[src/sv/pdu_pkg.sv]
// Shared types and fixed field widths for the perceptron dot/update block.
// No dependencies; every other file refers to it by scoped names.
package pdu_pkg;

    // Fixed field widths
    localparam int KIND_BITS   = 2;
    localparam int INDEX_BITS  = 8;
    localparam int SAMPLE_BITS = 16;
    localparam int SLOT_BITS   = 16;
    localparam int SUM_BITS    = 48;
    localparam int FRAC_BITS   = 12;
    // error * sample is 32 bits, floor-shifted by the fraction bits
    localparam int DELTA_BITS  = 2 * SAMPLE_BITS - FRAC_BITS;

    // Input kind codes
    localparam logic [KIND_BITS-1:0] KIND_LOAD    = 2'd0;
    localparam logic [KIND_BITS-1:0] KIND_PREDICT = 2'd1;
    localparam logic [KIND_BITS-1:0] KIND_TRAIN   = 2'd2;

    // Queue between front and back
    localparam int QUEUE_DEPTH = 2;
    localparam int QPTR_BITS   = 1;
    localparam int QCNT_BITS   = 2;

    // Work carried to the back end
    typedef enum logic [1:0] {
        OP_LOAD,
        OP_PREDICT,
        OP_TRAIN
    } op_t;

    typedef struct packed {
        op_t  op;
        logic idx_ok;   // index addresses a real weight
        logic last;     // closes a predict vector
    } item_ctrl_t;

endpackage

[src/sv/pdu_back.sv]
// Back end: weight memory, read/update stage, product stage, accumulator and
// output register. Depends on pdu_pkg.
module pdu_back #(
    parameter int NUM_WEIGHTS = 256,
    parameter int VALUE_BITS  = 16,
    parameter int ADDR_BITS   = 8
) (
    input  logic                                   aclk,
    input  logic                                   aresetn,
    input  logic                                   pop_valid,
    output logic                                   pop_ready,
    input  pdu_pkg::item_ctrl_t                    pop_ctrl,
    input  logic        [ADDR_BITS-1:0]            pop_addr,
    input  logic signed [pdu_pkg::SAMPLE_BITS-1:0] pop_sample,
    input  logic signed [pdu_pkg::DELTA_BITS-1:0]  pop_delta,
    input  logic        [pdu_pkg::SLOT_BITS-1:0]   pop_slot,
    output logic                                   m_valid,
    input  logic                                   m_ready,
    output logic signed [pdu_pkg::SUM_BITS-1:0]    m_dot_sum,
    output logic        [pdu_pkg::SLOT_BITS-1:0]   m_slot_out
);

    localparam int PROD_BITS = pdu_pkg::SAMPLE_BITS + VALUE_BITS;
    localparam int EXT_BITS  =
        ((VALUE_BITS > pdu_pkg::DELTA_BITS) ? VALUE_BITS : pdu_pkg::DELTA_BITS) + 1;
    localparam logic signed [EXT_BITS-1:0] W_MAX =
        EXT_BITS'((64'sd1 <<< (VALUE_BITS - 1)) - 64'sd1);
    localparam logic signed [EXT_BITS-1:0] W_MIN = -W_MAX - 1;

    function automatic logic signed [VALUE_BITS-1:0] sat_weight(
        input logic signed [EXT_BITS-1:0] v
    );
        logic signed [EXT_BITS-1:0] c;
        c = v;
        if (v > W_MAX) c = W_MAX;
        if (v < W_MIN) c = W_MIN;
        return VALUE_BITS'(c);
    endfunction

    // Weight memory
    logic signed [VALUE_BITS-1:0] weight_mem [NUM_WEIGHTS];
    logic signed [VALUE_BITS-1:0] rd_data_reg;

    // Read/update stage
    logic                                   b_valid_reg;
    pdu_pkg::item_ctrl_t                    b_ctrl_reg;
    logic        [ADDR_BITS-1:0]            b_addr_reg;
    logic signed [pdu_pkg::SAMPLE_BITS-1:0] b_sample_reg;
    logic signed [pdu_pkg::DELTA_BITS-1:0]  b_delta_reg;
    logic        [pdu_pkg::SLOT_BITS-1:0]   b_slot_reg;

    // Last write, forwarded to the item whose read raced it
    logic                         fwd_valid_reg;
    logic [ADDR_BITS-1:0]         fwd_addr_reg;
    logic signed [VALUE_BITS-1:0] fwd_data_reg;

    // Product stage
    logic                                 c_valid_reg;
    logic                                 c_last_reg;
    logic signed [PROD_BITS-1:0]          c_prod_reg;
    logic        [pdu_pkg::SLOT_BITS-1:0] c_slot_reg;

    logic        [pdu_pkg::SUM_BITS-1:0] running_sum_reg;
    logic        [pdu_pkg::SUM_BITS-1:0] sum_next;
    logic signed [pdu_pkg::SUM_BITS-1:0] prod_ext;

    logic                                m_valid_reg;
    logic signed [pdu_pkg::SUM_BITS-1:0] m_dot_sum_reg;
    logic        [pdu_pkg::SLOT_BITS-1:0] m_slot_reg;

    logic                         adv;
    logic                         fwd_hit;
    logic signed [VALUE_BITS-1:0] w_mem;
    logic signed [VALUE_BITS-1:0] w_eff;
    logic signed [EXT_BITS-1:0]   upd_operand;
    logic signed [VALUE_BITS-1:0] wr_data;
    logic                         wr_en;
    logic signed [PROD_BITS-1:0]  prod;

    // Whole pipe moves when the output register is free or being drained
    assign adv       = !m_valid_reg || m_ready;
    assign pop_ready = adv;

    // Weight seen by the item in the update stage
    assign fwd_hit = fwd_valid_reg && (fwd_addr_reg == b_addr_reg);
    assign w_mem   = fwd_hit ? fwd_data_reg : rd_data_reg;
    assign w_eff   = b_ctrl_reg.idx_ok ? w_mem : '0;

    // Shared saturating update for loads and trains
    assign upd_operand = (b_ctrl_reg.op == pdu_pkg::OP_LOAD)
                       ? EXT_BITS'(b_sample_reg)
                       : EXT_BITS'(w_mem) + EXT_BITS'(b_delta_reg);
    assign wr_data = sat_weight(upd_operand);
    assign wr_en   = adv && b_valid_reg && (b_ctrl_reg.op != pdu_pkg::OP_PREDICT);

    assign prod = PROD_BITS'(b_sample_reg) * PROD_BITS'(w_eff);

    // Memory write and registered read
    always_ff @(posedge aclk) begin
        if (wr_en) begin
            weight_mem[b_addr_reg] <= wr_data;
        end
        if (adv) begin
            rd_data_reg <= weight_mem[pop_addr];
        end
    end

    // Stage payloads
    always_ff @(posedge aclk) begin
        if (adv) begin
            b_ctrl_reg   <= pop_ctrl;
            b_addr_reg   <= pop_addr;
            b_sample_reg <= pop_sample;
            b_delta_reg  <= pop_delta;
            b_slot_reg   <= pop_slot;
            fwd_addr_reg <= b_addr_reg;
            fwd_data_reg <= wr_data;
            c_last_reg   <= b_ctrl_reg.last;
            c_prod_reg   <= prod;
            c_slot_reg   <= b_slot_reg;
        end
    end

    // Accumulate and close the vector
    assign prod_ext = pdu_pkg::SUM_BITS'(c_prod_reg);
    assign sum_next = running_sum_reg + prod_ext;

    // Control and accumulator state
    always_ff @(posedge aclk) begin
        if (!aresetn) begin
            b_valid_reg     <= 1'b0;
            fwd_valid_reg   <= 1'b0;
            c_valid_reg     <= 1'b0;
            running_sum_reg <= '0;
            m_valid_reg     <= 1'b0;
        end else if (adv) begin
            b_valid_reg   <= pop_valid;
            fwd_valid_reg <= wr_en;
            c_valid_reg   <= b_valid_reg && (b_ctrl_reg.op == pdu_pkg::OP_PREDICT);
            m_valid_reg   <= 1'b0;
            if (c_valid_reg) begin
                if (c_last_reg) begin
                    running_sum_reg <= '0;
                    m_valid_reg     <= 1'b1;
                    m_dot_sum_reg   <= sum_next;
                    m_slot_reg      <= c_slot_reg;
                end else begin
                    running_sum_reg <= sum_next;
                end
            end
        end
    end

    assign m_valid    = m_valid_reg;
    assign m_dot_sum  = m_dot_sum_reg;
    assign m_slot_out = m_slot_reg;

endmodule

[config.mk]
export PLATFORM = sky130hd
export DESIGN_NAME = pdu_back
export DESIGN_NICKNAME = d
export VERILOG_FILES = /design/src/sv/pdu_pkg.sv /design/src/sv/pdu_back.sv
export SDC_FILE = /design/constraint.sdc
export NUM_CORES = 2
export LEC_CHECK = 0
export BUFFER_PORTS_ARGS = -buffer_cell sky130_fd_sc_hd__buf_2
export CORE_UTILIZATION = 55
export DETAILED_ROUTE_END_ITERATION = 16
export PLACE_DENSITY = 0.74
export REMOVE_ABC_BUFFERS = 1
export SLEW_MARGIN = 25
export SYNTH_ARGS = -nofsm -noshare
export SYNTH_HDL_FRONTEND = slang
export SYNTH_SLANG_ARGS = --single-unit
[constraint.sdc]
create_clock -name aclk -period 21.8 [get_ports aclk]
set_clock_uncertainty 0.15 [all_clocks]
set_input_delay 3.27 -clock aclk [delete_from_list [all_inputs] [get_ports aclk]]
set_output_delay 3.27 -clock aclk [all_outputs]
set_load 0.01 [all_outputs]
======== After elaboration in Yosys (flattened, before gate mapping) ========
Memories as Yosys holds them, arrays and structs flattened. A register that Yosys moved wholly into a read port is not among the register bits.
Cells that the tools add are included.
storage, ports and cells
  flip-flop bits (word level) ............. 253
  memory bits (writable) .................. 4096
  memories ................................ 1
cells by class
  add/sub/neg operators ................... 2
  multiply operators ...................... 1
  magnitude comparators ................... 2
  equal/unequal tests ..................... 3
  multiplexer cells ....................... 10
  reduce and logical (&&, ||, !) cells .... 9
memories
  name        words  bits a word  read ports  clocked after Yosys merged registers in  write ports  RTL line        source
  weight_mem  256    16           1           1                                        1            pdu_back.sv:41  logic signed [VALUE_BITS-1:0] weight_mem [NUM_WEIGHTS];
operator list
  cell                    count
  $mux W16                4
  $add A48 B48 Y48        1
  $mux W48                1
  $mul A16 B16 Y32        1
  $add A16 B20 Y21        1
  $gt A21 B16 Y1 const B  1
  $lt A21 B16 Y1 const B  1
  $mux W21                1
  $eq A8 B8 Y1            1
  $logic_and A1 B1 Y1     4
  $mux W1                 4
  $reduce_and A4 Y1       1
  $eq A2 B1 Y1 const B    1
  $logic_not A2 Y1        1
  $ne A2 B1 Y1 const B    1
  $reduce_and A2 Y1       1
  $logic_not A1 Y1        1
  $logic_or A1 B1 Y1      1

======== Depth between registers and ports, before layout ========
  depth after elaboration ................. 8
  mapped depth ............................ 32

======== Worst setup path before layout ========
Ideal clock, no wire load.
  path kind ............................... reg2reg
  start point ............................. reg b_addr_reg[3]
  end point ............................... reg fwd_data_reg[0], data pin
  library setup time ...................... 1737 ps
  arrival ................................. 11345 ps
  setup slack ............................. 8567 ps
  stages on the path, launching flop included .. 21
  path buffers ............................ 4
  clock period less this slack ............ 13233 ps
  cells stage by stage .................... edfxtp_1 -> clkbuf_1 -> xor2_1 -> nor4_1 -> nand3_1 -> nor4_2 -> buf_2 -> mux2_2 -> clkbuf_1 -> ha_1 -> clkbuf_1 -> a21o_1 -> a21oi_1 -> nor2b_1 -> o21a_1 -> a31oi_1 -> xnor2_1 -> nor2_1 -> nor4_1 -> a31oi_1 -> a31oi_1
between the ends
  word-level cells in the longest chain between the ends .. 8
ends and longest elaborated chain
  item                     RTL line         source
  start, declared          pdu_back.sv:47   logic [ADDR_BITS-1:0] b_addr_reg;
  start signal, assigned   pdu_back.sv:112  b_addr_reg <= pop_addr;
  $eq A8 B8 Y1 (*)         pdu_back.sv:85   assign fwd_hit = fwd_valid_reg && (fwd_addr_reg == b_addr_reg);
  $logic_and A1 B1 Y1 (*)  pdu_back.sv:85
  $mux W16 (*)             pdu_back.sv:86   assign w_mem = fwd_hit ? fwd_data_reg : rd_data_reg;
  $add A16 B20 Y21 (*)     pdu_back.sv:92   : EXT_BITS'(w_mem) + EXT_BITS'(b_delta_reg);
  $mux W21 (*)             pdu_back.sv:91   ? EXT_BITS'(b_sample_reg)
  $gt A21 B16 Y1           pdu_back.sv:35   if (v > W_MAX) c = W_MAX;
  $mux W16                 pdu_back.sv:35
  $mux W16 (*)             pdu_back.sv:36   if (v < W_MIN) c = W_MIN;
  via wr_data[0]           pdu_back.sv:76   logic signed [VALUE_BITS-1:0] wr_data;
  end signal, assigned     pdu_back.sv:117  fwd_data_reg <= wr_data;
  end, declared            pdu_back.sv:55   logic signed [VALUE_BITS-1:0] fwd_data_reg;
The timed path passes the listed nets; every way through them passes the cells marked *.
A chain may end at the register's enable or synchronous reset.

======== Worst setup path in the final report ========
  start point ............................. reg b_addr_reg[3]
  end point ............................... reg c_prod_reg[31], data pin
between the ends
  word-level cells in the longest chain between the ends .. 5
ends and longest elaborated chain
  item                  RTL line         source
  $eq A8 B8 Y1          pdu_back.sv:85
  $logic_and A1 B1 Y1   pdu_back.sv:85
  $mux W16              pdu_back.sv:86
  $mux W16              pdu_back.sv:87   assign w_eff = b_ctrl_reg.idx_ok ? w_mem : '0;
  $mul A16 B16 Y32      pdu_back.sv:96   assign prod = PROD_BITS'(b_sample_reg) * PROD_BITS'(w_eff);
  via prod[31]          pdu_back.sv:78   logic signed [PROD_BITS-1:0] prod;
  end signal, assigned  pdu_back.sv:119  c_prod_reg <= prod;
  end, declared         pdu_back.sv:60   logic signed [PROD_BITS-1:0] c_prod_reg;
The timed path passes the listed nets, and every way through them passes these cells.

==> results.cfg <==
[run_status]
status = completed

[placed_design]
place_area_um2 = 186000
port_buffers = 133
hpwlAfterDp_um = 252000
gp_congestion = 0.889

[sta]
drv_slew = 0
worstMarginPinSlew_ns = 1.07
finalCritPeriodShare = 0.434
rsz0062_at_grt = no
whs_ns = 0.270
fin_tns_setup_ns = 0
slew-limit-headroom = 0.284
max_freq_mhz = 106
period_minus_slack_ns = 9.46
finalHoldViolCount = 0
finalSetupViolations = 0

[synthesis]
synthAdderAreaFrac = 0.0401
synth_xor_area_frac = 0.00511
synth-edff-count = 4313
avgSynthCellArea_um2 = 21.8
synth_mux_area_frac = 0.173
synth_area_um2 = 178000
ys.flop_type = edfxtp_1
synth.largest_area_cell = edfxtp_1
yosysWarnings = 0
synth-simple-area-share = 0.0215
synth_top_area_share = 0.726
synth.distinct_cells = 62
synth_cells = 8173
synth-seq-cells = 4365
synth_compound_gate_area_share = 0.0129
synth_area_leaders = edfxtp_1 (73%), mux4_2 (17%), fa_1 (3.0%)
synth_top_family_by_area = multiplexers
ys_seq_area_frac = 0.732
async_reset_ff_frac = 0

[critical_path]
crit_family = adder cells
crit_buf_inv = 6
endpoint_kind = flip-flop
cp_common_cell = fa_1
slowest_stage = and2_1
crit_type = flip-flop to flip-flop
crit_arrival_ns = 10.02
critical-path-max-stage-delay_ns = 0.78
crit_fanout = 16
worst_setup_path_start_kind = flip-flop
worst_ep_required_time_ns = 22.36

[clock_network]
clkTransAtPathRegs_ns = 0.07
cts_hold_buf = 0
root_buffer = clkbuf_16
cts_setup_buffers = 0
htreeDepth = 5
ctsResizeCount = 0
clk_latency_ns = 1.01
cts_sinks = 4365
clock_path_buffers = 4
cts_tree = yes
numCtsBuffers = 418

[drt]
drc = 0
firstDrtPassIters = 8
ant_nets = 0
num_vias = 88700
drt_iter0_markers = 12100
wirelength_um = 449000
via_per_inst = 6.63
wl_per_cell_um = 33.6

[global_routing]
antenna_found_initial = 43
met1_usage = 0.372
met3_usage = 0.0534
gr-usage-met2 = 0.449
grtUsageTotal = 0.276
grt_max_degree = 241
gr-total-overflow = 0
grt_first_pass_wirelength_um = 640000
grt_pass1_vias = 89500
grt-busiest-layer = met2

[power]
ir_drop_v = 0.000180
p_per_area_nw_per_um2 = 113
p_leak_nw = 65.2
p_total_mw = 22.6

[die]
dieArea_um2 = 327000
start_util = 0.554
core-area_um2 = 322000
num_rows = 208
fp.dieW_um = 571
io_pins = 134
die_y_um = 571

[layout]
largest_register_ffs = 4096
final_common_cell = edfxtp_1
drive_gt1_frac = 0.284
num-nets-final = 9183
stdcell_area_um2 = 200000
syn_to_final_growth_pct = 12.1
final_cell_mix = edfxtp_1 (4313), mux4_2 (1360), clkbuf_16 (423), buf_4 (355), nor2_1 (327)

[hold_path]
timing.hold.worst.class = flip-flop to flip-flop

[run]
maxCapViolCount = 0
==> worst register-to-register path: cells and delay by family, from the launching register on <==
| family | cells | cell delay (ns) |
|---|---|---|
| simple gates | 8 | 2.00 |
| xor+xnor | 2 | 0.33 |
| mux | 1 | 0.33 |
| flops | 1 | 0.52 |
| fa+ha+maj | 7 | 3.48 |
| compound gates | 6 | 1.81 |
| buf+inv | 6 | 0.61 |
==> kinds of logic (layout without fill, tap and decap cells) <==
group,after synthesis,count (layout)
flip-flops,4365,4365
AO/OA/AOI/OAI,359,359
adder cells (fa/ha/maj),413,413
XOR/XNOR,104,104
multiplexers,1376,1376
other,0,12
buffers and inverters,711,1598
AND/OR/NAND/NOR,845,845
==> layout make-up <==
cell class | instances | area, um^2
Sequential cell | 4365 | 131000
Fill cell | 21000 | 122000
Multi-Input combinational cell | 3097 | 45300
Clock buffer | 495 | 10900
Tap cell | 4305 | 5390
Timing Repair Buffer | 522 | 3960
Clock inverter | 283 | 2770
Inverter | 298 | 1120
Antenna cell | 12 | 30.0
==> metal layers <==
metal / vias to the layer above / part of all wire
met5: - / 0.00030
met4: 20 / 0.045
met3: 944 / 0.10
met2: 5775 / 0.49
met1: 47200 / 0.36
li1: 34800 / -
==> report_power, final <==
part,total [mW],switching [mW],internal (mW)
Clock,7.24,3.14,4.10
Sequential,10.7,0.0653,10.6
Combinational,4.69,3.21,1.48
==> cells in the mapped netlist, types with 6 or more instances <==
cell type / number
o21a_1: 17
nand2b_1: 19
a22o_1: 14
xor2_1: 40
o21ai_0: 67
dfxtp_1: 52
a22oi_1: 32
or2_2: 8
a211oi_1: 11
xnor2_1: 64
o211ai_1: 15
nand3_1: 36
nand4_1: 6
buf_1: 65
nor3_1: 17
nor3b_1: 6
nand2_1: 212
nor2_1: 354
o21bai_1: 12
mux2_2: 14
a21oi_1: 105
nor2b_1: 19
or3_1: 6
clkbuf_1: 279
fa_1: 264
inv_1: 298
and3_1: 125
edfxtp_1: 4313
buf_2: 67
mux4_2: 1360
and2_1: 21
a21o_1: 40
ha_1: 149
a31oi_1: 13
==> through the flow <==
stage	cells	util	setup WS (ns)
floorplan	7760	-	8.02
global placement	12600	0.578	11.86
detailed placement	12600	0.578	11.83
CTS	13400	0.620	12.47
global route	13400	0.621	11.87
finish	13400	0.621	12.34
==> path summary, 6_finish.rpt <==
kind / end / cells after the start / start / slack, ns
max reg2reg: c_prod_reg[31] / 30 / b_addr_reg[3] / 12.34
min reg2reg: m_slot_out[10] / 0 / c_slot_reg[10] / 0.27
min: m_slot_out[10] / 0 / c_slot_reg[10] / 0.27
max: c_prod_reg[31] / 30 / b_addr_reg[3] / 12.34
No activity file was read; power rests on OpenSTA's default activity.
