[src/sv/pdu_pkg.sv]
// Shared types and fixed field widths for the perceptron dot/update block.
// No dependencies; every other file refers to it by scoped names.
package pdu_pkg;

    // Fixed field widths
    localparam int KIND_BITS   = 2;
    localparam int INDEX_BITS  = 8;
    localparam int SAMPLE_BITS = 16;
    localparam int SLOT_BITS   = 16;
    localparam int SUM_BITS    = 48;
    localparam int FRAC_BITS   = 12;
    // error * sample is 32 bits, floor-shifted by the fraction bits
    localparam int DELTA_BITS  = 2 * SAMPLE_BITS - FRAC_BITS;

    // Input kind codes
    localparam logic [KIND_BITS-1:0] KIND_LOAD    = 2'd0;
    localparam logic [KIND_BITS-1:0] KIND_PREDICT = 2'd1;
    localparam logic [KIND_BITS-1:0] KIND_TRAIN   = 2'd2;

    // Queue between front and back
    localparam int QUEUE_DEPTH = 2;
    localparam int QPTR_BITS   = 1;
    localparam int QCNT_BITS   = 2;

    // Work carried to the back end
    typedef enum logic [1:0] {
        OP_LOAD,
        OP_PREDICT,
        OP_TRAIN
    } op_t;

    typedef struct packed {
        op_t  op;
        logic idx_ok;   // index addresses a real weight
        logic last;     // closes a predict vector
    } item_ctrl_t;

endpackage

[src/sv/pdu_queue.sv]
// Two-entry queue decoupling the front end from the back end.
// Depends on pdu_pkg for depth and pointer widths.
module pdu_queue #(
    parameter int DATA_BITS = 8
) (
    input  logic                 aclk,
    input  logic                 aresetn,
    input  logic                 push_valid,
    output logic                 push_ready,
    input  logic [DATA_BITS-1:0] push_data,
    output logic                 pop_valid,
    input  logic                 pop_ready,
    output logic [DATA_BITS-1:0] pop_data
);

    logic [DATA_BITS-1:0]          entry_reg [pdu_pkg::QUEUE_DEPTH];
    logic [pdu_pkg::QPTR_BITS-1:0] wr_ptr_reg;
    logic [pdu_pkg::QPTR_BITS-1:0] rd_ptr_reg;
    logic [pdu_pkg::QCNT_BITS-1:0] count_reg;
    logic                          do_push;
    logic                          do_pop;

    assign push_ready = (count_reg != pdu_pkg::QCNT_BITS'(pdu_pkg::QUEUE_DEPTH));
    assign pop_valid  = (count_reg != '0);
    assign pop_data   = entry_reg[rd_ptr_reg];
    assign do_push    = push_valid && push_ready;
    assign do_pop     = pop_valid && pop_ready;

    // Storage
    always_ff @(posedge aclk) begin
        if (do_push) begin
            entry_reg[wr_ptr_reg] <= push_data;
        end
    end

    // Pointers and fill count
    always_ff @(posedge aclk) begin
        if (!aresetn) begin
            wr_ptr_reg <= '0;
            rd_ptr_reg <= '0;
            count_reg  <= '0;
        end else begin
            if (do_push) begin
                wr_ptr_reg <= wr_ptr_reg + 1'b1;
            end
            if (do_pop) begin
                rd_ptr_reg <= rd_ptr_reg + 1'b1;
            end
            case ({do_push, do_pop})
                2'b10:   count_reg <= count_reg + pdu_pkg::QCNT_BITS'(1);
                2'b01:   count_reg <= count_reg - pdu_pkg::QCNT_BITS'(1);
                default: count_reg <= count_reg;
            endcase
        end
    end

endmodule

[config.mk]
export PLATFORM = sky130hd
export DESIGN_NAME = pdu_queue
export DESIGN_NICKNAME = d
export VERILOG_FILES = /design/src/sv/pdu_pkg.sv /design/src/sv/pdu_queue.sv
export SDC_FILE = /design/constraint.sdc
export NUM_CORES = 1
export LEC_CHECK = 0
export ABC_AREA = 1
export ABC_CLOCK_PERIOD_IN_PS = 2500
export BUFFER_PORTS_ARGS = -buffer_cell sky130_fd_sc_hd__buf_2
export CORE_MARGIN = 1
export CORE_UTILIZATION = 40
export DETAILED_ROUTE_END_ITERATION = 6
export PLACE_DENSITY_LB_ADDON = 0.15
export SLEW_MARGIN = 20
export SYNTH_ARGS = -nofsm -noshare
export SYNTH_HDL_FRONTEND = slang
export SYNTH_SLANG_ARGS = --single-unit
[constraint.sdc]
create_clock -name aclk -period 2.5 [get_ports aclk]
set_input_delay 0.5 -clock aclk [delete_from_list [all_inputs] [get_ports aclk]]
set_output_delay 0.5 -clock aclk [all_outputs]
set_load 0.01 [all_outputs]
# == After elaboration in Yosys (flattened, before gate mapping) ==
# Memory sizes are Yosys's and may differ from the RTL's. A register that Yosys moved wholly into a read port is not among the register bits.
# Index checks and enable logic that the tools add are counted.
# word_totals
out_inout_bits,10
ramBits,16
ff_bits,4
mem_count,1
input_bits,12
wordCells,20
# memory_table
name,words,width,rd,rd_ports_with_merged_regs,wr,line,rtl
entry_reg,2,8,1,1,1,pdu_queue.sv:16,logic [DATA_BITS-1:0] entry_reg [pdu_pkg::QUEUE_DEPTH];
# classes
n_addsub,4
mux,5
n_reduce_logical,4
n_eq_ne,3
# op_table
cell,n
$mux 1,4
$pmux 2 s2,1
$reduce_bool 2->1,2
$add 1x1->1 const B,2
$add 2x1->2 const B,1
$eq 2x1->1 const B,1
$eq 2x2->1 const B,1
$logic_and 1x1->1,2
$ne 2x2->1 const B,1
$sub 2x1->2 const B,1

# == Depth between registers and ports, before layout ==
# Gate-level depths: netlist of run 1.
# depth
word_depth,4
ltp_mapped,9

# == Worst setup path before layout of run 1 ==
# No wires, ideal clock.
# synth_timing
kind,register to output
start,register with a tool-made name
end,output port pop_data[0]
n_path_buf,1
arrival_ns,0.823
required_time_ns,2.000
slack_ns,1.177
stages_incl_launch_ff,3
cell_sequence,dfxtp_1 > buf_2 > mux2_2
# synth_lines
element,line,rtl
to (decl),pdu_queue.sv:13,output logic [DATA_BITS-1:0] pop_data

==> results of run 1 <==
==> per-stage QoR <==
stage          cells  setup WS [ns]  utilization  total power [µW]  area [µm²]
2_1_floorplan     61           1.18            -               622         840
3_3_place_gp     108          0.881        0.496               690         973
3_5_place_dp     108          0.887        0.496               693         973
4_1_cts          112          0.611        0.510               845        1000
5_1_grt          112          0.568        0.510               892        1000
6_report         112          0.642        0.510               837        1000
==> worst max path at each step <==
stage,startpoint,end,cells past startpoint
after floorplan,flop,pop_data[0],2
after global placement,push_valid,entry_reg[0][4],3
after detailed placement,push_valid,entry_reg[0][0],3
after CTS,flop,pop_data[1],2
after global routing,flop,pop_data[2],2
final,flop,pop_data[1],2
==> where the power goes <==
| group | internal [µW] | total (µW) | leakage (µW) | switching [µW] |
|---|---|---|---|---|
| clock network | 62.0 | 154 | 0.0000150 | 92.1 |
| registers | 428 | 461 | 0.000191 | 32.7 |
| logic | 101 | 222 | 0.000198 | 120 |
| total | 592 | 837 | 0.000403 | 245 |
==> cells in the mapped netlist <==
master	count	area, µm²
nand3_1	1	5.00
nand4_1	1	6.26
nand2_4	2	22.5
edfxtp_1	16	480
buf_2	1	5.00
ha_1	1	12.5
o21ai_0	1	5.00
nor2_2	2	12.5
a21oi_1	1	5.00
nand2_2	3	18.8
o21a_2	1	8.76
nand2_1	5	18.8
mux2_2	8	90.1
dfxtp_1	5	100
nor2_1	8	30.0
inv_1	4	15.0
inv_2	1	3.75
==> final cells by class <==
type,instances,area share
well taps,27,0.0338
flip-flops and latches,21,0.581
multi-input cells,34,0.235
repair buffers,21,0.105
inverters,5,0.0188
clock buffers,4,0.0263
==> critical path, delay by kind of cell (launching register included) <==
kind	cells	cell delay, ns
buffers and inverters	1	0.14
flip-flops	1	0.54
multiplexers	1	0.39
==> cells by family after synthesis <==
family	count (synthesis)
multiplexers	8
flip-flops	21
AND/OR/NAND/NOR	22
buffers and inverters	6
adder cells (fa/ha/maj)	1
AO/OA/AOI/OAI	3
==> layer usage <==
layer | vias up | share of wire | track usage | wire [µm]
met5 | - | 0 | 0 | 0
met2 | 14 | 0.45 | 0.173 | 549
met3 | 4 | 0.045 | 0.0340 | 55
li1 | 261 | - | - | -
met1 | 233 | 0.49 | 0.156 | 601
met4 | 0 | 0.014 | 0.0667 | 17
==> flow_metrics.env, run 1 <==
export IMPL_yosysUniqueCellTypes=17
export IMPL_r2r_start="count_reg[0]"
export IMPL_drtIter0Drc=12
export IMPL_wl_per_cell_um=10.9
export IMPL_hold_buffers=0
export IMPL_clk_latency_ns=0.29
export IMPL_grt_util_all_layers=0.118
export IMPL_initial_core_util=0.428
export IMPL_portBuffers=21
export IMPL_syn_avg_cell_area_um2=13.8
export IMPL_htreeDepth=1
export IMPL_worstMarginPinSlew_ns=0.720
export IMPL_setup_viol=0
export IMPL_yosysSeqAreaShare=0.692
export IMPL_synthMuxAreaShare=0.107
export IMPL_place_congestion=0.734
export IMPL_synthXorXnorAreaFrac=0
export IMPL_final_common_cell="buf_2"
export IMPL_fin_crit_sh=0.743
export IMPL_worstPathArrival_ns=1.36
export IMPL_tritoncts="built"
export IMPL_netlist_instances=61
export IMPL_path_class="reg2out"
export IMPL_synthSimpleGateAreaFrac=0.136
export IMPL_ctsLongestPathBuffers=2
export IMPL_r2r_end="entry_reg[0][4]"
export IMPL_synth_compound_gate_area_share=0.0224
export IMPL_grt_pass1_wl_um=1740
export IMPL_drc=0
export IMPL_first_global_vias=426
export IMPL_grt_setup_unrepaired="no"
export IMPL_final_min_clock_period_ns=1.86
export IMPL_layout_drive_gt1_share=0.482
export IMPL_largest_reg_flops=16
export IMPL_synth_top_family_by_area="simple AND/OR/NAND/NOR gates"
export IMPL_pin_count=22
export IMPL_die_area_mm2=0.00229
export IMPL_final_cell_mix="buf_2 (21), edfxtp_1 (16), mux2_2 (8), nor2_1 (8)"
export IMPL_die_x_um=47.8
export IMPL_wirelength_um=1220
export IMPL_drv_cap=0
export IMPL_path_max_fanout=8
export IMPL_cp_start_kind="flop"
export IMPL_vdd_ir_drop_max_mv=0.487
export IMPL_tns_ns=0
export IMPL_yosysWarningCount=0
export IMPL_worst_path_max_delay_cell="dfxtp_1"
export IMPL_grt_max_degree=12
export IMPL_ys_ff_latch=21
export IMPL_synth_nets=74
export IMPL_required_ns=2.00
export IMPL_end_kind="output port"
export IMPL_viasPerCell=4.57
export IMPL_core_mm2=0.00196
export IMPL_hold_path_cell_count=1
export IMPL_ant_nets=0
export IMPL_multiInputGateArea_um2=235
export IMPL_cts_sinks=21
export IMPL_p_leak_uw=0.000403
export IMPL_path_clk_slew_ns=0.11
export IMPL_antenna_cells=0
export IMPL_synth_area_um2=840
export IMPL_nets=99
export IMPL_fmax_mhz=538
export IMPL_cts_resized=0
export IMPL_antenna_found_initial=0
export IMPL_clockRootBuffer="clkbuf_4"
export IMPL_area_growth_syn_to_layout_pct=19.1
export IMPL_cpPeakStageDelay_ns=0.54
export IMPL_fin_worst_skew_ns=0.00529
export IMPL_hold_ws_ns=0.389
export IMPL_ff2ff_setup_slack_ns=0.96
export IMPL_numCtsBuffers=3
export IMPL_holdPathEnd="entry_reg[1][1]"
export IMPL_via_count=512
export IMPL_hpwl_um=892
export IMPL_hp_class="in2reg"
export IMPL_cp_cell_sequence="mux2_2 -> buf_2"
export IMPL_first_pass_iters=4
export IMPL_fill_cells=187
export IMPL_die_h_um=47.8
export IMPL_drv_slew=0
export IMPL_seq_area_um2=581
export IMPL_gr_total_overflow=0
export IMPL_synthAdderAreaFrac=0.0149
export IMPL_status="finished clean"
export IMPL_power_per_cell_area_mw_per_mm2=837
export IMPL_min_from="push_data[1]"
export IMPL_timing_hold_violations_final=0
export IMPL_post_cts_buffers=0
export IMPL_r2r_worst_path_cells=4
export IMPL_relSlewSlack=0.518
export IMPL_num_rows=16
(Power assumes the default switching activity.)
==> inputs of run 2 (changes only) <==
ABC_CLOCK_PERIOD_IN_PS = 1600   (was 2500)
clock period = 1.6 ns   (was 2.5 ns; I/O delays follow)
==> flow_metrics.env, run 2 (same netlist as run 1, synthesis figures left out) <==
export IMPL_cp_cell_sequence="mux2_2 -> buf_2"
export IMPL_path_clk_slew_ns=0.10
export IMPL_setup_viol=0
export IMPL_end_kind="output port"
export IMPL_hold_ws_ns=0.212
export IMPL_antenna_cells=0
export IMPL_tritoncts="built"
export IMPL_layout_drive_gt1_share=0.506
export IMPL_core_mm2=0.00196
export IMPL_dp_slack_ns=0.247
export IMPL_drv_cap=0
export IMPL_htreeDepth=1
export IMPL_r2r_start="count_reg[1]"
export IMPL_worstMarginPinSlew_ns=0.220
export IMPL_antenna_found_initial=0
export IMPL_post_cts_buffers=0
export IMPL_grt_pass1_wl_um=1680
export IMPL_timing_hold_violations_final=0
export IMPL_pin_count=22
export IMPL_drtIter0Drc=4
export IMPL_grt_setup_unrepaired="no"
export IMPL_wl_per_cell_um=10.5
export IMPL_fmax_mhz=666
export IMPL_path_class="reg2out"
export IMPL_cp_start_kind="flop"
export IMPL_path_buf_inv=1
export IMPL_die_area_mm2=0.00229
export IMPL_cp_top_family="flip-flops"
export IMPL_cpPeakStageDelay_ns=0.42
export IMPL_grt_max_degree=12
export IMPL_required_ns=1.28
export IMPL_multiInputGateArea_um2=235
export IMPL_clockRootBuffer="clkbuf_4"
export IMPL_die_h_um=47.8
export IMPL_portBuffers=21
export IMPL_vdd_ir_drop_max_mv=0.598
export IMPL_grt_util_all_layers=0.110
export IMPL_first_pass_iters=2
export IMPL_num_rows=16
export IMPL_min_from="push_data[2]"
export IMPL_die_x_um=47.8
export IMPL_ant_nets=0
export IMPL_cts_sinks=21
export IMPL_status="finished clean"
export IMPL_first_global_vias=403
export IMPL_final_min_clock_period_ns=1.50
export IMPL_nets=101
export IMPL_fin_worst_skew_ns=0.00365
export IMPL_clk_latency_ns=0.29
export IMPL_viasPerCell=4.41
export IMPL_place_congestion=0.736
export IMPL_final_common_cell="buf_2"
export IMPL_worst_path_max_delay_cell="dfxtp_4"
export IMPL_worstPathArrival_ns=1.18
export IMPL_path_max_fanout=8
export IMPL_drc=0
export IMPL_seq_area_um2=584
export IMPL_p_leak_uw=0.000414
export IMPL_final_core_util=0.519
export IMPL_largest_reg_flops=16
export IMPL_via_count=503
export IMPL_hp_class="in2reg"
export IMPL_fin_crit_sh=0.938
export IMPL_numCtsBuffers=3
export IMPL_dp_cells=110
export IMPL_setup_slack_ns=0.0992
export IMPL_gr_total_overflow=0
export IMPL_fill_cells=194
export IMPL_wirelength_um=1200
export IMPL_ctsLongestPathBuffers=2
export IMPL_drv_slew=0
export IMPL_final_cells=114
export IMPL_tns_ns=0
export IMPL_initial_core_util=0.428
export IMPL_power_per_cell_area_mw_per_mm2=1290
export IMPL_final_cell_mix="buf_2 (21), edfxtp_1 (16), mux2_2 (8), nor2_1 (8), nand2_1 (5)"
export IMPL_hpwl_um=866
export IMPL_area_growth_syn_to_layout_pct=21.3
export IMPL_relSlewSlack=0.853
==> run 2: cell types whose count changed in the layout (fill, tap and decap cells not counted) <==
| cell | before | now |
|---|---|---|
| buf_4 | 0 | 2 |
| dfxtp_4 | 0 | 1 |
| dfxtp_1 | 5 | 4 |
==> run 2: metal layers <==
metal | track usage | vias up | wire length (µm)
met3 | 0.0340 | 2 | 76
met2 | 0.157 | 12 | 554
met1 | 0.147 | 225 | 554
met5 | 0 | - | 0
li1 | - | 264 | -
met4 | 0.0667 | 0 | 9
==> run 2: repair_timing <==
item,CTS,global route
hold buffers,0,0
gates resized for setup,1,1
endpoints found under the setup margin,8,8
==> run 2: worst paths after layout <==
path / endpoint / slack [ns] / depth (start not counted)
worst min register to register: flop / 0.51 / 2
worst max register to register: count_reg[1] / 0.25 / 7
worst max-delay path: pop_data[0] / 0.1 / 2
worst min-delay path: entry_reg[1][2] / 0.21 / 1
==> run 2: per-stage QoR <==
stage | power [µW] | cell area (µm²)
floorplan | 972 | 840
global placement | 1090 | 988
detailed placement | 1090 | 988
CTS | 1330 | 1020
global route | 1400 | 1020
finish | 1310 | 1020
==> run 2: final cells by class <==
class | count | share of cell area
multi-input cells | 34 | 0.231
clock buffers | 4 | 0.0258
inverters | 5 | 0.0184
flip-flops and latches | 21 | 0.574
well taps | 27 | 0.0332
repair buffers | 23 | 0.118
==> run 2: report_power, final <==
part	switching (µW)	leakage [µW]	internal, µW
Clock	140	0.0000150	96.8
Sequential	49.7	0.000192	671
Combinational	186	0.000208	168
==> run 2: worst reg2reg max path, cell delays in order (launching register included) <==
cell and delay [ns]:
dfxtp_1 0.38, o21a_2 0.24, ha_1 0.32, inv_1 0.08, nand2_1 0.05, nor2_1 0.09, nor2_1 0.04, nor2_1 0.10
==> inputs of run 3 (changes only) <==
ABC_AREA = not set   (was 1)
ABC_CLOCK_PERIOD_IN_PS = 1700   (was 1600)
clock period = 1.7 ns   (was 1.6 ns; I/O delays follow)
==> flow_metrics.env, run 3 <==
export IMPL_status="finished clean"
export IMPL_htreeDepth=1
export IMPL_final_cell_mix="buf_2 (21), edfxtp_1 (16), mux2_2 (8), dfxtp_1 (4)"
export IMPL_wl_per_cell_um=11.3
export IMPL_path_class="reg2out"
export IMPL_clockRootBuffer="clkbuf_4"
export IMPL_tns_ns=0
export IMPL_synth_area_leader_cell="edfxtp_1"
export IMPL_power_per_cell_area_mw_per_mm2=1450
export IMPL_clk_latency_ns=0.29
export IMPL_tritoncts="built"
export IMPL_drtIter0Drc=7
export IMPL_yosysSeqAreaShare=0.716
export IMPL_pwr_share_clk=0.161
export IMPL_multiInputGateArea_um2=221
export IMPL_path_max_fanout=8
export IMPL_core_mm2=0.00182
export IMPL_comb_power_share=0.317
export IMPL_numCtsBuffers=3
export IMPL_syn_avg_cell_area_um2=16.5
export IMPL_relSlewSlack=0.741
export IMPL_required_ns=1.36
export IMPL_drv_slew=0
export IMPL_grt_max_degree=12
export IMPL_path_clk_slew_ns=0.10
export IMPL_antenna_cells=0
export IMPL_end_kind="output port"
export IMPL_p_leak_uw=0.000374
export IMPL_ant_nets=0
export IMPL_area_growth_syn_to_layout_pct=19.6
export IMPL_intPower_uw=997
export IMPL_cp_top_family="flip-flops"
export IMPL_pin_count=22
export IMPL_largest_reg_flops=16
export IMPL_power_switching_uw=405
export IMPL_initial_core_util=0.445
export IMPL_portBuffers=21
export IMPL_wirelength_um=1110
export IMPL_drc=0
export IMPL_synth_edf_count=16
export IMPL_power_frac_seq=0.522
export IMPL_fin_crit_sh=0.933
export IMPL_yosysWarningCount=0
export IMPL_nets=87
export IMPL_fin_worst_skew_ns=0.000972
export IMPL_synth_flop_cell="edfxtp_1"
export IMPL_synth_area_um2=811
export IMPL_grt_util_all_layers=0.118
export IMPL_cts_sinks=21
export IMPL_synth_common_cells="edfxtp_1 (16), mux2_2 (8), dfxtp_1 (5)"
export IMPL_netlist_instances=49
export IMPL_die_area_mm2=0.00221
export IMPL_place_congestion=0.638
export IMPL_layout_drive_gt1_share=0.479
export IMPL_first_global_vias=398
export IMPL_yosysTopAreaCellShare=0.593
export IMPL_final_min_clock_period_ns=1.59
export IMPL_cp_start_kind="flop"
export IMPL_synth_nets=62
export IMPL_grt_pass1_wl_um=1610
export IMPL_vdd_ir_drop_max_mv=0.717
export IMPL_ys_ff_latch=21
export IMPL_die_x_um=47.0
export IMPL_drv_cap=0
export IMPL_cp_cell_sequence="mux2_2 -> buf_2"
export IMPL_timing_hold_violations_final=0
export IMPL_gr_total_overflow=0
export IMPL_die_h_um=47.0
export IMPL_hp_class="in2reg"
export IMPL_min_from="push_data[2]"
export IMPL_worst_path_max_delay_cell="dfxtp_2"
export IMPL_yosysUniqueCellTypes=20
export IMPL_ctsLongestPathBuffers=2
export IMPL_r2r_start="count_reg[0]"
export IMPL_sw_frac_of_total=0.289
export IMPL_via_count=465
export IMPL_viasPerCell=4.74
export IMPL_grt_setup_unrepaired="no"
export IMPL_synthTopCellsByArea="edfxtp_1 (59%), dfxtp_1 (12%), mux2_2 (11%), xnor2_1 (3.2%), ha_1 (1.5%)"
export IMPL_num_rows=15
export IMPL_final_cells=98
export IMPL_async_flop_share=0
export IMPL_seq_area_um2=582
export IMPL_first_pass_iters=4
export IMPL_worstMarginPinSlew_ns=0.389
export IMPL_cpPeakStageDelay_ns=0.45
export IMPL_yosysMostFrequentCell="edfxtp_1"
export IMPL_fmax_mhz=630
export IMPL_antenna_found_initial=0
export IMPL_fill_cells=164
export IMPL_path_buf_inv=1
export IMPL_setup_viol=0
export IMPL_final_common_cell="buf_2"
export IMPL_worstPathArrival_ns=1.25
export IMPL_dp_cells=94
[run 3: path summary, 6_finish.rpt]
| check | slack [ns] | cells past startpoint | end |
|---|---|---|---|
| max | 0.11 | 2 | pop_data[5] |
| min | 0.23 | 1 | entry_reg[0][2] |
| max reg2reg | 0.15 | 5 | count_reg[1] |
| min reg2reg | 0.52 | 2 | count_reg[1] |
[run 3: power groups by stage]
stage	Clock [µW]	Sequential, µW	Combinational (µW)
floorplan	0	706	347
global placement	0	741	448
detailed placement	0	744	452
CTS	243	734	455
global route	255	750	494
finish	226	733	444
[run 3: timing repair]
item,4_1_cts,5_1_grt
endpoints found under the setup margin,8,0
gates resized for setup,1,0
buffers inserted,0,0
hold buffers,0,0
[run 3: logic make-up after synthesis]
| logic type | synth area share |
|---|---|
| AOI/OAI and AO/OA | 0.0463 |
| xor gates and xnor gates | 0.0324 |
| adders and majority gates | 0.0154 |
| buffers and inverters | 0.0108 |
| DFF | 0.716 |
| muxes | 0.111 |
| and+or+nand+nor | 0.0679 |
[run 3: cell type report]
class / instances / share of cell area
Sequential cell: 21 / 0.600
Multi-Input combinational cell: 26 / 0.228
Timing Repair Buffer: 21 / 0.108
Tap cell: 25 / 0.0323
Clock buffer: 4 / 0.0271
Inverter: 1 / 0.00387
[run 3: layer usage]
metal  vias to the layer above  share of wire  global-route usage  wire length [µm]
li1                        229              -                   -                 -
met4                         0          0.011              0.0857                12
met2                        19           0.52               0.200               576
met5                         -              0                   0                 0
met3                         2          0.046              0.0346                51
met1                       215           0.42               0.125               468
[run 3: metrics by stage]
stage               total power (µW)  area (µm²)  setup slack (ns)  hold slack (ns)   util
floorplan                       1050         811             0.186            0.439      -
global placement                1190         942             0.208            0.505  0.518
detailed placement              1200         942             0.153            0.516  0.518
CTS                             1430         970            0.0885            0.214  0.533
global route                    1500         970            0.0425            0.203  0.533
finish                          1400         970             0.114            0.229  0.533
